File: config.mk
export PLATFORM = sky130hd
export DESIGN_NAME = animation_frame_sequencer_unit
export DESIGN_NICKNAME = d
export VERILOG_FILES = /design/src/hdl/afs_pkg.sv /design/src/hdl/animation_frame_sequencer_unit.sv /design/src/hdl/afs_div.sv
export SDC_FILE = /design/constraint.sdc
export NUM_CORES = 1
export LEC_CHECK = 0
export ABC_AREA = 1
export BUFFER_PORTS_ARGS = -buffer_cell sky130_fd_sc_hd__buf_2
export CORE_MARGIN = 5
export CORE_UTILIZATION = 40
export DETAILED_ROUTE_END_ITERATION = 7
export PLACE_DENSITY = 0.7
export SLEW_MARGIN = 5
export SYNTH_ARGS = -nofsm -noshare
export SYNTH_HDL_FRONTEND = slang
export SYNTH_SLANG_ARGS = --single-unit
export TNS_END_PERCENT = 10
File: constraint.sdc
create_clock -name clk -period 3.04 [get_ports clk]
set_input_delay 0.608 -clock clk [delete_from_list [all_inputs] [get_ports clk]]
set_output_delay 0.608 -clock clk [all_outputs]
set_load 0.01 [all_outputs]
File: src/hdl/afs_pkg.sv
// Shared types and constants for the animation frame sequencer.
package afs_pkg;

  localparam int MAX_FRAMES  = 256;
  localparam int TIME_BITS   = 32;
  localparam int FRAME_BITS  = 8;
  localparam int FCNT_BITS   = 9;
  localparam int MS_BITS     = 16;
  localparam int ACC_BITS    = 17;
  localparam int DIV_STEPS   = ACC_BITS;
  localparam int DIV_CNT_W   = $clog2(DIV_STEPS + 1);
  localparam int CFG_IDX_W   = 3;
  localparam int CFG_DATA_W  = 16;

  localparam logic [1:0] OP_TICK  = 2'd0;
  localparam logic [1:0] OP_PLAY  = 2'd1;
  localparam logic [1:0] OP_PAUSE = 2'd2;
  localparam logic [1:0] OP_SET   = 2'd3;

  localparam logic [1:0] RUN_PAUSE = 2'd0;
  localparam logic [1:0] RUN_PLAY  = 2'd1;
  localparam logic [1:0] RUN_COOL  = 2'd2;
  localparam logic [1:0] RUN_END   = 2'd3;

  localparam logic [CFG_IDX_W-1:0] REG_FRAME_COUNT   = 3'd0;
  localparam logic [CFG_IDX_W-1:0] REG_INTERVAL_MS   = 3'd1;
  localparam logic [CFG_IDX_W-1:0] REG_LOOP_ENABLE   = 3'd2;
  localparam logic [CFG_IDX_W-1:0] REG_COOLDOWN_MS   = 3'd3;
  localparam logic [CFG_IDX_W-1:0] REG_START_PLAYING = 3'd4;

  typedef struct packed {
    logic [1:0]           opcode;
    logic [MS_BITS-1:0]   delta_ms;
    logic [TIME_BITS-1:0] now_ms;
    logic [FRAME_BITS-1:0] frame_number;
  } in_item_t;

  typedef struct packed {
    logic [FRAME_BITS-1:0] shown_frame;
    logic [FRAME_BITS-1:0] current_frame;
    logic [1:0]            run_state;
  } out_item_t;

  typedef struct packed {
    logic                start;
    logic [ACC_BITS-1:0] dividend;
    logic [MS_BITS-1:0]  divisor;
  } div_req_t;

  typedef struct packed {
    logic                done;
    logic                busy;
    logic [ACC_BITS-1:0] quotient;
    logic [MS_BITS-1:0]  remainder;
  } div_res_t;

endpackage

File: src/hdl/animation_frame_sequencer_unit.sv
// Top level of the animation frame sequencer: control sequencer, state and output register.
//
// Usage:
//   Configuration: cfg_we writes cfg_wdata into register cfg_index (0 frame_count,
//   1 interval_ms, 2 loop_enable, 3 cooldown_ms, 4 start_playing).
//   Write only while the block is idle. A start_playing write before the first
//   transaction after reset also sets the run state to play or pause.
//   Input channel in_valid/in_ready/in_data carries one command per transaction:
//   tick, play, pause or set frame. Every command gives exactly one result on the
//   out_valid/out_ready/out_data channel.
//   Timing: one command at a time. A tick in play runs the accumulator through a
//   bit-serial divider, 17 steps, and passes S_DECODE, S_DIV and S_FIN; any other
//   command passes S_DECODE and S_FIN. out_valid is registered on leaving S_FIN,
//   and in_ready returns with out_valid. The divider sets the rate of ticks in play.
//   Stall: a result waits in the output register while out_ready is low; the
//   next command may be accepted meanwhile, and its result is held back until
//   the register is free.
//   Reset: rst_n is synchronous, active low. Registers return to their defaults,
//   the run state to pause, the frame index and accumulator to zero.
module animation_frame_sequencer_unit (
  input  logic                          clk,
  input  logic                          rst_n,
  input  logic                          in_valid,
  output logic                          in_ready,
  input  afs_pkg::in_item_t             in_data,
  output logic                          out_valid,
  input  logic                          out_ready,
  output afs_pkg::out_item_t            out_data,
  input  logic                          cfg_we,
  input  logic [afs_pkg::CFG_IDX_W-1:0] cfg_index,
  input  logic [afs_pkg::CFG_DATA_W-1:0] cfg_wdata
);
  import afs_pkg::*;

  typedef enum logic [1:0] {S_IDLE, S_DECODE, S_DIV, S_FIN} state_t;

  state_t                state_r;
  in_item_t              item_r;
  out_item_t             out_data_r;
  logic                  out_valid_r;
  logic                  fresh_r;

  logic [FCNT_BITS-1:0]  frame_count_r;
  logic [MS_BITS-1:0]    interval_r;
  logic                  loop_r;
  logic [MS_BITS-1:0]    cooldown_r;

  logic [1:0]            mode_r, mode_nxt;
  logic [FRAME_BITS-1:0] frame_r, frame_nxt;
  logic [ACC_BITS-1:0]   accum_r, accum_nxt;
  logic [TIME_BITS-1:0]  deadline_r, deadline_nxt;
  logic                  was_set_r, was_set_nxt;
  logic [ACC_BITS-1:0]   quo_r;
  logic [MS_BITS-1:0]    rem_r;

  logic [FRAME_BITS-1:0] shown;
  logic [FCNT_BITS-1:0]  fc_eff;
  logic [FRAME_BITS-1:0] last;
  logic [ACC_BITS:0]     idx;
  logic [ACC_BITS-1:0]   sum;
  logic                  div_needed;
  logic                  out_free;
  logic                  in_acc;
  div_req_t              div_req;
  div_res_t              div_res;

  assign in_acc   = in_valid && in_ready;
  assign in_ready = (state_r == S_IDLE);
  assign out_free = !out_valid_r || out_ready;
  assign sum      = accum_r + ACC_BITS'(item_r.delta_ms);
  assign div_needed = (item_r.opcode == OP_TICK) && (mode_r == RUN_PLAY);

  assign div_req.start    = (state_r == S_DECODE) && div_needed;
  assign div_req.dividend = sum;
  assign div_req.divisor  = (interval_r == '0) ? MS_BITS'(1) : interval_r;

  afs_div u_div (
    .clk (clk),
    .rst_n (rst_n),
    .req (div_req),
    .res (div_res)
  );

  always_comb begin
    fc_eff = frame_count_r;
    if (fc_eff == '0) begin
      fc_eff = FCNT_BITS'(1);
    end else if (fc_eff > FCNT_BITS'(MAX_FRAMES)) begin
      fc_eff = FCNT_BITS'(MAX_FRAMES);
    end
    last = FRAME_BITS'(fc_eff - FCNT_BITS'(1));
  end

  assign idx = (ACC_BITS + 1)'(frame_r) + (ACC_BITS + 1)'(quo_r);

  always_comb begin
    mode_nxt     = mode_r;
    frame_nxt    = frame_r;
    accum_nxt    = accum_r;
    deadline_nxt = deadline_r;
    was_set_nxt  = was_set_r;
    shown        = '0;
    unique case (item_r.opcode)
      OP_TICK: begin
        shown = frame_r;
        if (mode_r == RUN_COOL) begin
          if (item_r.now_ms >= deadline_r) begin
            if (!was_set_r) begin
              frame_nxt = '0;
            end
            was_set_nxt = 1'b0;
            mode_nxt    = RUN_PLAY;
          end
        end else if (mode_r == RUN_PLAY && quo_r != '0) begin
          accum_nxt = ACC_BITS'(rem_r);
          if (idx > (ACC_BITS + 1)'(last)) begin
            if (loop_r) begin
              if (cooldown_r == '0) begin
                frame_nxt = '0;
              end else begin
                frame_nxt    = last;
                deadline_nxt = item_r.now_ms + TIME_BITS'(cooldown_r);
                mode_nxt     = RUN_COOL;
              end
            end else begin
              frame_nxt = last;
              mode_nxt  = RUN_END;
            end
          end else begin
            frame_nxt = idx[FRAME_BITS-1:0];
          end
        end
      end
      OP_PLAY: begin
        if (mode_r != RUN_PLAY) begin
          if (mode_r == RUN_END || mode_r == RUN_COOL) begin
            if (!was_set_r) begin
              frame_nxt = '0;
            end
            was_set_nxt = 1'b0;
          end
          mode_nxt = RUN_PLAY;
        end
      end
      OP_PAUSE: begin
        if (mode_r == RUN_PLAY || mode_r == RUN_COOL) begin
          mode_nxt = RUN_PAUSE;
        end
      end
      OP_SET: begin
        frame_nxt = (item_r.frame_number > last) ? last : item_r.frame_number;
        if (mode_r == RUN_END || mode_r == RUN_COOL) begin
          was_set_nxt = 1'b1;
        end
      end
      default: begin
        mode_nxt = mode_r;
      end
    endcase
  end

  always_ff @(posedge clk) begin
    if (!rst_n) begin
      state_r         <= S_IDLE;
      out_valid_r     <= 1'b0;
      fresh_r         <= 1'b1;
      frame_count_r   <= FCNT_BITS'(1);
      interval_r      <= MS_BITS'(100);
      loop_r          <= 1'b0;
      cooldown_r      <= '0;
      mode_r          <= RUN_PAUSE;
      frame_r         <= '0;
      accum_r         <= '0;
      deadline_r      <= '0;
      was_set_r       <= 1'b0;
    end else begin
      if (state_r == S_FIN && out_free) begin
        out_valid_r <= 1'b1;
      end else if (out_ready) begin
        out_valid_r <= 1'b0;
      end
      if (cfg_we) begin
        unique case (cfg_index)
          REG_FRAME_COUNT:   frame_count_r <= cfg_wdata[FCNT_BITS-1:0];
          REG_INTERVAL_MS:   interval_r    <= cfg_wdata[MS_BITS-1:0];
          REG_LOOP_ENABLE:   loop_r        <= cfg_wdata[0];
          REG_COOLDOWN_MS:   cooldown_r    <= cfg_wdata[MS_BITS-1:0];
          REG_START_PLAYING: begin
            if (fresh_r) begin
              mode_r <= cfg_wdata[0] ? RUN_PLAY : RUN_PAUSE;
            end
          end
          default: ;
        endcase
      end
      unique case (state_r)
        S_IDLE: begin
          if (in_acc) begin
            fresh_r <= 1'b0;
            state_r <= S_DECODE;
          end
        end
        S_DECODE: begin
          if (div_needed) begin
            accum_r <= sum;
            state_r <= S_DIV;
          end else begin
            state_r <= S_FIN;
          end
        end
        S_DIV: begin
          if (div_res.done) begin
            state_r <= S_FIN;
          end
        end
        S_FIN: begin
          if (out_free) begin
            mode_r      <= mode_nxt;
            frame_r     <= frame_nxt;
            accum_r     <= accum_nxt;
            deadline_r  <= deadline_nxt;
            was_set_r   <= was_set_nxt;
            state_r     <= S_IDLE;
          end
        end
        default: begin
          state_r <= S_IDLE;
        end
      endcase
    end
  end

  always_ff @(posedge clk) begin
    if (in_acc) begin
      item_r <= in_data;
    end
    if (state_r == S_DIV && div_res.done) begin
      quo_r <= div_res.quotient;
      rem_r <= div_res.remainder;
    end
    if (state_r == S_DECODE && !div_needed) begin
      quo_r <= '0;
    end
    if (state_r == S_FIN && out_free) begin
      out_data_r.shown_frame   <= shown;
      out_data_r.current_frame <= frame_nxt;
      out_data_r.run_state     <= mode_nxt;
    end
  end

  assign out_valid = out_valid_r;
  assign out_data  = out_data_r;

  a_div_done_in_div: assert property (@(posedge clk) disable iff (!rst_n)
    div_res.done |-> state_r == S_DIV)
    else $error("divider finished outside the divide state");

  a_busy_after_accept: assert property (@(posedge clk) disable iff (!rst_n)
    in_acc |=> !in_ready)
    else $error("input accepted again before the transaction finished");

  a_fin_loads_output: assert property (@(posedge clk) disable iff (!rst_n)
    (state_r == S_FIN && out_free) |=> (out_valid && state_r == S_IDLE))
    else $error("finished transaction did not reach the output register");

  a_div_start_idle: assert property (@(posedge clk) disable iff (!rst_n)
    div_req.start |-> !div_res.busy)
    else $error("divider started while busy");

endmodule

File: src/hdl/afs_div.sv
// Restoring divider, one quotient bit per cycle, for the time accumulator.
module afs_div (
  input  logic            clk,
  input  logic            rst_n,
  input  afs_pkg::div_req_t req,
  output afs_pkg::div_res_t res
);
  import afs_pkg::*;

  logic                 busy_r;
  logic                 done_r;
  logic [DIV_CNT_W-1:0] cnt_r;
  logic [ACC_BITS-1:0]  quo_r;
  logic [MS_BITS-1:0]   rem_r;
  logic [MS_BITS-1:0]   dvs_r;

  logic [ACC_BITS-1:0]  shifted;
  logic [ACC_BITS:0]    diff;
  logic                 fits;

  assign shifted = {rem_r, quo_r[ACC_BITS-1]};
  assign diff    = {1'b0, shifted} - {2'b00, dvs_r};
  assign fits    = ~diff[ACC_BITS];

  always_ff @(posedge clk) begin
    if (!rst_n) begin
      busy_r <= 1'b0;
      done_r <= 1'b0;
      cnt_r  <= '0;
    end else begin
      done_r <= 1'b0;
      if (req.start) begin
        busy_r <= 1'b1;
        cnt_r  <= DIV_CNT_W'(DIV_STEPS);
      end else if (busy_r) begin
        cnt_r <= cnt_r - DIV_CNT_W'(1);
        if (cnt_r == DIV_CNT_W'(1)) begin
          busy_r <= 1'b0;
          done_r <= 1'b1;
        end
      end
    end
  end

  always_ff @(posedge clk) begin
    if (req.start) begin
      quo_r <= req.dividend;
      rem_r <= '0;
      dvs_r <= req.divisor;
    end else if (busy_r) begin
      rem_r <= fits ? diff[MS_BITS-1:0] : shifted[MS_BITS-1:0];
      quo_r <= {quo_r[ACC_BITS-2:0], fits};
    end
  end

  assign res.done      = done_r;
  assign res.busy      = busy_r;
  assign res.quotient  = quo_r;
  assign res.remainder = rem_r;

endmodule

==> results of run 1 <==
-- cells by family (layout without fill, tap and decap cells) --
logic type | after synthesis | after routing
flip-flops | 271 | 271
AND/OR/NAND/NOR | 750 | 751
XOR/XNOR | 59 | 59
AO/OA/AOI/OAI | 407 | 407
adder cells (fa/ha/maj) | 113 | 113
buffers and inverters | 330 | 511
-- registers in the layout, indices dropped and copies added, names as in the netlist, 2 cells and up --
signal	count
rem_r	16
mode_r	2
cooldown_r	16
quo_r	17
state_r	2
out_data	18
frame_r	8
accum_r	17
u_div.dvs_r	16
u_div.cnt_r	5
u_div.rem_r	16
item_r	58
frame_count_r	9
interval_r	16
deadline_r	32
u_div.quo_r	17
-- path summary, 6_finish.rpt --
kind,startpoint,end,slack (ns),cells after the start
worst max-delay path,frame_count_r[7]$_SDFFE_PN0P_,mode_r[1]$_SDFF_PN0_,-0.26,29
worst min-delay path,in_data[26],item_r[26]$_DFFE_PP_,0.19,1
worst max register to register,frame_count_r[7]$_SDFFE_PN0P_,mode_r[1]$_SDFF_PN0_,-0.26,29
worst min register to register,deadline_r[6]$_SDFFE_PN0P_,deadline_r[6]$_SDFFE_PN0P_,0.46,2
-- layer usage --
metal / wire (um) / global-route usage / vias to the layer above / part of all wire
met3: 2329 / 0.02963 / 90 / 0.058
met2: 18900 / 0.3138 / 413 / 0.47
li1: - / - / 6771 / -
met4: 1535 / 0.07871 / 0 / 0.038
met1: 17620 / 0.2424 / 6246 / 0.44
met5: 0 / 0 / - / 0
-- where the power goes --
part           internal [W]  switching [W]
Combinational       0.00160        0.00257
Clock               0.00215        0.00150
Sequential          0.00437       0.000405
-- cells in the final DEF, fill, tap and decap left out, drive strengths merged, types with 21 or more instances in the layout --
cell    netlist  routed
nand2       427     428
nand3        86      86
clkbuf       51      40
o21ai       175     175
nand4        38      38
inv         263     266
ha          109     109
nor2        153     153
dfxtp       146     146
xor2         41      41
a21oi       179     179
buf          11     188
nor3         21      21
edfxtp      125     125
-- what timing repair did --
| item | 4_1_cts | 5_1_grt |
|---|---|---|
| pin swaps | 13 | 26 |
| setup endpoints to repair | 52 | 55 |
| setup buffers | 11 | 4 |
| cloned | 1 | 1 |
| gates resized for setup | 57 | 56 |
-- critical path, delay by kind of cell, from the launching register on --
| kind | cells | cell delay, ns |
|---|---|---|
| DFF | 1 | 0.32 |
| AOI/OAI and AO/OA | 2 | 0.26 |
| xor gates and xnor gates | 1 | 0.18 |
| adders and majority gates | 2 | 0.43 |
| buffers and inverters | 5 | 0.51 |
| and+or+nand+nor | 19 | 1.49 |
-- area by class of cell --
cell class / count / area (um^2)
Clock inverter: 14 / 141.4
Timing Repair Buffer: 188 / 1235
Multi-Input combinational cell: 1330 / 7719
Timing Repair inverter: 1 / 6.256
Fill cell: 3572 / 19360
Sequential cell: 271 / 6693
Inverter: 268 / 1013
Clock buffer: 40 / 859.6
Tap cell: 511 / 639.4
-- stage by stage --
| stage | hold WS [ns] | util |
|---|---|---|
| floorplan | 0.4194 | - |
| global placement | 0.4452 | 0.4453 |
| detailed placement | 0.4464 | 0.4453 |
| CTS | 0.1547 | 0.4802 |
| global route | 0.1558 | 0.4860 |
| finish | 0.1890 | 0.4860 |
==> reports/qor.yml, run 1 <==
pwr:
  p_per_area_mw_per_mm2: 687.7
  power_w: 0.01259
  power_leakage_nw: 8.175
  ir_drop_mv: 0.5000
final_layout:
  final_nets: 2284
  drive_gt1_frac: 0.1671
  stdcell_area_mm2: 0.01831
  antenna_cells: 0
  area_delta_synth_final_pct: 19.67
  final_cells: 2623
clock_tree:
  numCtsBuffers: 29
  clk_pin_slew_ns: 0.06
  clk_path_buf_depth: 3
  cts-root-buf: "clkbuf_16"
  clk-insertion-delay-late_ns: 0.59
  cts_tree: "done"
  cts.sinks: 271
  cts_hold_buf: 0
  cts-htree-levels: 1
global_route:
  grt_pass1_vias: 13290
  antenna_found_initial: 0
  grt_max_degree: 82
  grt_pass1_wl_um: 65500
  globalRouteOverflowTotal: 0
  track_usage: 0.1878
timing:
  layout_setup_ws_ns: -0.2591
  slew_headroom: 0.3982
  setup_viol: 52
  totalNegativeSetupSlack_ns: -8.945
  period_share: 1.085
  layout_min_cycle_time_ns: 3.299
  hold_viol: 0
  fmax_mhz: 303.1
  fin_skew_ns: 0.03345
  drv_slew: 0
  worst_pin_slew_ns: 0.9026
  rsz0062_at_grt: "yes"
logic_synthesis:
  yosys_warnings: 0
  synthMuxAreaShare: 0
  syn_nets: 2125
  synth.area.top_cells: "edfxtp_1 25%, dfxtp_1 19%, nand2_1 10%"
  synth_seq_cells: 271
  yosys_most_used_dff: "dfxtp_1"
  synth_top_area_frac: 0.2454
  ys_seq_area_frac: 0.4364
  synthXorXnorAreaFrac: 0.03378
  synth_compound_area_frac: 0.1437
  synth_top_area_cell: "edfxtp_1"
  synth_top_family_by_area: "simple AND/OR/NAND/NOR gates"
  synth_area_mm2: 0.01530
  synth_edf_count: 125
  synth-adder-area-share: 0.09439
  ys_types: 55
  synth_commonest_cells: "421 x nand2_1, 259 x inv_1, 178 x a21oi_1, 154 x o21ai_0, 147 x nor2_1"
  synthCells: 1930
  synthArstFlopShare: 0
  synthMostInstantiatedCell: "nand2_1"
  avgSynthCellArea_um2: 7.926
  synth-simple-area-share: 0.2077
routing:
  drt_wl_total_um: 40380
  dr.first_iter.drc_count: 864
  drtPass1Iterations: 6
  vias_per_cell: 5.154
  wl_per_cell_um: 15.40
  routed-via-count: 13520
  drc: 0
  ant_nets: 0
floorplan:
  ios: 102
  chipWidth_um: 205.6
  initial_utilization: 0.4061
  rows: 71
  dieArea_mm2: 0.04225
  die_h_um: 205.6
  core_area_mm2: 0.03767
placed_design:
  post-dp-hpwl_um: 29900
  place_ws_ns: -0.3048
  postPlaceCellArea_mm2: 0.01677
  place_congestion: 0.9066
  port_buffers: 101
  dpl.cell_count: 2553
worst_hold_path:
  hold_class: "primary input to register"
outcome:
  violations: "setup timing"
  status: "finished with violations"
worst_setup_path:
  start_kind: "register"
  cp-end-kind: "register"
  crit_arrival_ns: 3.78
  critPathRequiredTime_ns: 3.52
  critPathKind: "register to register"
  path_common_cell: "nand2_1"
  path_max_fanout: 6
  critical-path-max-stage-delay_ns: 0.32
  cp_slowest_cell: "dfxtp_2"
job:
  drv_cap: 0
Power figures use the tool's default switching activity.
==> inputs of run 2 (changes only) <==
Settings changed: PLACE_DENSITY 0.7 to 0.68.
Clock period 3.04 ns to 3.3 ns, I/O delays scaled along.
==> run 2 against run 1 <==
Hold slack better by 0.044 ns. Die area did not move. Critical path type unchanged. First-iteration DRC count up 7.4%. Sequential share of layout area up 0.66 points. Combinational power fell by 12%. Highest routed layer unchanged. The run now ends clean.
==> reports/qor.yml, run 2 (synthesized netlist as in run 1, its figures left out) <==
outcome:
  status: "completed"
worst_setup_path:
  reg2reg_setup_slack_ns: 0.06
  r2r_cells: 27
  critPathRequiredTime_ns: 3.78
  cp-end-kind: "register"
  start_kind: "register"
  critPathKind: "register to register"
  r2r-end: "deadline_r[23]$_SDFFE_PN0P_"
  path_max_fanout: 14
  regToRegStartpoint: "frame_count_r[2]$_SDFFE_PN0P_"
  crit_arrival_ns: 3.72
placed_design:
  place_ws_ns: -0.1222
  port_buffers: 101
  post-dp-hpwl_um: 29470
  postPlaceCellArea_mm2: 0.01652
  place_congestion: 0.9477
timing:
  layout_setup_ws_ns: 0.05636
  worst_pin_slew_ns: 1.016
  hold_viol: 0
  drv_slew: 0
  layout_min_cycle_time_ns: 3.244
  period_share: 0.9829
  fin_skew_ns: 0.05369
  rsz0062_at_grt: "yes"
  slew_headroom: 0.3221
  fmax_mhz: 308.3
  setup_viol: 0
job:
  drv_cap: 0
clock_tree:
  cts-root-buf: "clkbuf_16"
  clk_pin_slew_ns: 0.06
  clk_path_buf_depth: 3
  cts-htree-levels: 1
  cts.sinks: 271
  cts_tree: "done"
  numCtsBuffers: 30
  cts_hold_buf: 0
  clk-insertion-delay-late_ns: 0.60
worst_hold_path:
  hold_class: "primary input to register"
  hold_path_depth: 1
  hp-start: "in_data[25]"
  hold_end: "item_r[25]$_DFFE_PP_"
floorplan:
  ios: 102
  core_area_mm2: 0.03767
  dieArea_mm2: 0.04225
  initial_utilization: 0.4061
  rows: 71
  die_h_um: 205.6
  chipWidth_um: 205.6
global_route:
  globalRouteOverflowTotal: 0
  track_usage: 0.1804
  grt_pass1_wl_um: 62780
  antenna_found_initial: 0
  grt_pass1_vias: 12610
  grt_max_degree: 82
routing:
  drt_wl_total_um: 40010
  drtPass1Iterations: 5
  wl_per_cell_um: 15.43
  ant_nets: 0
  routed-via-count: 13310
  dr.first_iter.drc_count: 928
  drc: 0
  vias_per_cell: 5.130
final_layout:
  area_delta_synth_final_pct: 17.39
  drive_gt1_frac: 0.1450
  largest_reg_flops: 58
  mostFrequentLayoutCells: "402 x nand2_1, 256 x inv_1, 167 x a21oi_1, 144 x o21ai_0, 142 x nor2_1"
  antenna_cells: 0
  final_core_util: 0.4767
  stdcell_area_mm2: 0.01796
  final_nets: 2254
  layout_commonest_cell: "nand2_1"
  largest-register: "item_r"
pwr:
  ir_drop_mv: 0.4060
  power_leakage_nw: 7.981
  p_per_area_mw_per_mm2: 629.8
run 2: changes by cell type in the layout (fill, tap and decap cells not counted), sizes merged:
cell      delta
buf         -33
clkbuf       +3
clkinv       +3
clkinvlp     -1
inv          -2
nand2        +1
run 2: area by class of cell:
type                       instances  area [um^2]
clock buffer                      42        815.8
clock inverter                    14        143.9
fill                            3682        19710
inverter                         268         1018
multi-input combinational       1331         7662
sequential                       271         6684
tap                              511        639.4
timing repair buffer             156        984.7
timing repair inverter             1        8.758
run 2: timing repair:
action,in CTS,in global routing
pin swaps,0,30
setup endpoints to repair,14,52
gates resized for setup,3,90
cloned,0,4
setup buffers,0,10
run 2: power breakdown:
| part | internal (W) | switching [W] |
|---|---|---|
| combinational | 0.00134 | 0.00231 |
| clock | 0.00188 | 0.00139 |
| sequential | 0.00402 | 0.000367 |
run 2: layer usage:
metal  up-vias  GRT usage  part of all wire
li1       6689          -                 -
met1      6149     0.2456              0.44
met2       384     0.2990              0.47
met3        84    0.02191             0.058
met4         0    0.06005             0.032
met5         -          0                 0
run 2: stage by stage:
stage	total power, W	hold slack (ns)	setup TNS [ns]	instances
2_1_floorplan	0.006809	0.4194	0	1930
3_3_place_gp	0.007752	0.4444	-0.06661	2524
3_5_place_dp	0.007825	0.4392	-0.6700	2524
4_1_cts	0.01113	0.2124	0	2580
5_1_grt	0.01200	0.2216	-6.421	2594
6_report	0.01131	0.2329	0	2594
run 2: worst max-delay path by stage:
stage,slack (ns),start,endpoint,cells after the start
floorplan,0.23,frame_count_r[4]$_SDFFE_PN0P_,deadline_r[23]$_SDFFE_PN0P_,26
global placement,-0.02,frame_count_r[4]$_SDFFE_PN0P_,frame_r[0]$_SDFFE_PN0P_,24
detailed placement,-0.12,frame_count_r[4]$_SDFFE_PN0P_,out_data[7]$_DFFE_PP_,22
CTS,0.0006,frame_count_r[4]$_SDFFE_PN0P_,deadline_r[8]$_SDFFE_PN0P_,25
global route,-0.18,frame_count_r[3]$_SDFFE_PN0P_,frame_r[2]$_SDFFE_PN0P_,28
finish,0.06,frame_count_r[2]$_SDFFE_PN0P_,deadline_r[23]$_SDFFE_PN0P_,27
run 2: worst max-delay path, stage by stage, from the launching register on:
cell	delay, ns
dfxtp_2	0.32
nor2_2	0.10
nand2_1	0.07
nor2_2	0.13
nand2_1	0.06
nand2_1	0.08
nand2_2	0.09
ha_4	0.18
nand2_4	0.07
xor2_2	0.17
inv_2	0.08
ha_4	0.28
nand2_4	0.06
nor2_4	0.10
nand3b_1	0.09
nand3_2	0.08
a21oi_2	0.05
nor2_1	0.10
nand2_1	0.10
nand2_2	0.09
inv_2	0.07
nand2_4	0.11
nand3_4	0.08
buf_12	0.18
clkinv_8	0.09
o21ai_1	0.07
a21oi_1	0.15
a211oi_2	0.05
==> inputs of run 3 (changes only) <==
--- a/config.mk
+++ b/config.mk
@@ -13,2 +13,3 @@
 export PLACE_DENSITY = 0.68
+export REMOVE_ABC_BUFFERS = 1
 export SLEW_MARGIN = 5
==> constraint.sdc (replaced) <==
create_clock -name clk -period 3.3 [get_ports clk]
set_input_delay 0.165 -clock clk [delete_from_list [all_inputs] [get_ports clk]]
set_output_delay 0.165 -clock clk [all_outputs]
set_load 0.01 [all_outputs]
==> run 3 against run 2 <==
Fmax is 3.1% lower. Highest routed layer unchanged. The run now ends with setup timing left. Count of clock-buffer cells in the layout is 2 lower. Sequential share of layout area is 1.9 points lower. Clock power is 6.4% higher. Final cell count is 2.9% higher. Non-clock buffer count is 72 higher. Worst setup slack worse by 0.10 ns. Power is 3.2% higher. Critical path type unchanged.
==> reports/qor.yml, run 3 (synthesized netlist as in run 1, its figures left out) <==
placed_design:
  place_congestion: 0.9241
  port_buffers: 101
  post-dp-hpwl_um: 29650
  place_ws_ns: -0.07745
worst_setup_path:
  crit_arrival_ns: 3.84
  cp_slowest_cell: "dfxtp_2"
  path_common_cell: "nand2_1"
  critPathRequiredTime_ns: 3.79
  reg2reg_setup_slack_ns: -0.05
  critPathKind: "register to register"
  cp-end-kind: "register"
  start_kind: "register"
  path_max_fanout: 5
  critical-path-max-stage-delay_ns: 0.33
clock_tree:
  clk-insertion-delay-late_ns: 0.59
  cts-htree-levels: 1
  cts.sinks: 271
  cts_tree: "done"
  cts-root-buf: "clkbuf_16"
  clk_path_buf_depth: 3
  numCtsBuffers: 30
  clk_pin_slew_ns: 0.06
pwr:
  ir_drop_mv: 0.4315
  p_per_area_mw_per_mm2: 616.0
  power_leakage_nw: 8.349
  power_w: 0.01167
global_route:
  antenna_found_initial: 2
  track_usage: 0.1839
  globalRouteOverflowTotal: 0
  grt_pass1_vias: 12850
  grt_max_degree: 58
  grt_pass1_wl_um: 64180
outcome:
  status: "finished with violations"
  violations: "setup timing"
final_layout:
  layout_commonest_cell: "nand2_1"
  fill_cells: 3571
  mostFrequentLayoutCells: "408 x nand2_1, 255 x inv_1, 164 x a21oi_1, 141 x o21ai_0, 139 x dfxtp_1"
  final_core_util: 0.5028
  final_nets: 2327
  drive_gt1_frac: 0.1466
  largest_reg_flops: 58
  largest-register: "item_r"
  area_delta_synth_final_pct: 23.79
timing:
  layout_min_cycle_time_ns: 3.347
  layout_setup_ws_ns: -0.04735
  slew_headroom: 0.3261
  setup_viol: 4
  drv_slew: 0
  fin_skew_ns: 0.03588
  rsz0062_at_grt: "yes"
  hold_viol: 0
  worst_pin_slew_ns: 1.008
  fmax_mhz: 298.7
  period_share: 1.014
floorplan:
  chipWidth_um: 205.6
  core_area_mm2: 0.03767
  initial_utilization: 0.4061
  die_h_um: 205.6
  rows: 71
  ios: 102
  dieArea_mm2: 0.04225
routing:
  ant_nets: 0
  vias_per_cell: 5.092
  routed-via-count: 13590
  dr.first_iter.drc_count: 962
  drc: 0
  drt_wl_total_um: 40930
  wl_per_cell_um: 15.33
  drtPass1Iterations: 7
job:
  drv_cap: 0
worst_hold_path:
  hold_class: "primary input to register"
## run 3: worst max-delay path: cells and delay by family (launching register included)
family                     cells  cell delay (ns)
xor gates and xnor gates       1             0.20
adders and majority gates      2             0.48
AOI/OAI and AO/OA              1             0.15
and+or+nand+nor               21             1.70
buffers and inverters          4             0.40
DFF                            1             0.33
## run 3: power breakdown
group | total [W] | internal, W | switching [W]
Clock | 0.00348 | 0.00206 | 0.00142
Combinational | 0.00378 | 0.00144 | 0.00234
Sequential | 0.00441 | 0.00402 | 0.000386
## run 3: through the flow
step	instances	area, um^2	TNS [ns]	hold WS, ns
final	2669	18940	-0.08945	0.06450
after detailed placement	2519	16480	-0.2335	0.3431
after global routing	2669	18940	-5.704	0.1031
after floorplan	1868	15020	-40.38	0.2337
after global placement	2519	16480	-0.1293	0.3409
after CTS	2654	18340	-0.01721	0.03913
## run 3: final timing paths
path | startpoint | endpoint | depth (start not counted)
worst max register to register | frame_count_r[2]$_SDFFE_PN0P_ | frame_r[4]$_SDFFE_PN0P_ | 29
worst max-delay path | frame_count_r[2]$_SDFFE_PN0P_ | frame_r[4]$_SDFFE_PN0P_ | 29
worst min-delay path | cfg_we | mode_r[0]$_SDFF_PN0_ | 5
worst min register to register | interval_r[3]$_SDFFE_PN0P_ | u_div.dvs_r[3]$_SDFFCE_PN0P_ | 0
## run 3: final cells by class
class | count | area (um^2) | area share
Clock inverter | 16 | 198.9 | 0.01051
Timing Repair inverter | 2 | 25.02 | 0.001321
Antenna cell | 2 | 5.005 | 0.0002643
Inverter | 268 | 1021 | 0.05391
Clock buffer | 40 | 850.8 | 0.04493
Sequential cell | 271 | 6685 | 0.3530
Multi-Input combinational cell | 1331 | 7756 | 0.4096
Tap cell | 511 | 639.4 | 0.03376
Timing Repair Buffer | 228 | 1755 | 0.09270
## run 3: per-layer routing
metal	wire [um]	track usage	vias to the layer above
met2	19720	0.3150	346
met5	0	0	-
met4	971	0.05144	0
met3	1888	0.02017	58
met1	18350	0.2473	6347
li1	-	-	6840
## run 3: repair_timing
action	CTS	global route
gates cloned	0	5
hold buffers	79	0
hold endpoints to repair	102	0
setup endpoints to repair	10	52
pin swaps	0	44
buffers inserted	0	8
gates resized for setup	6	118
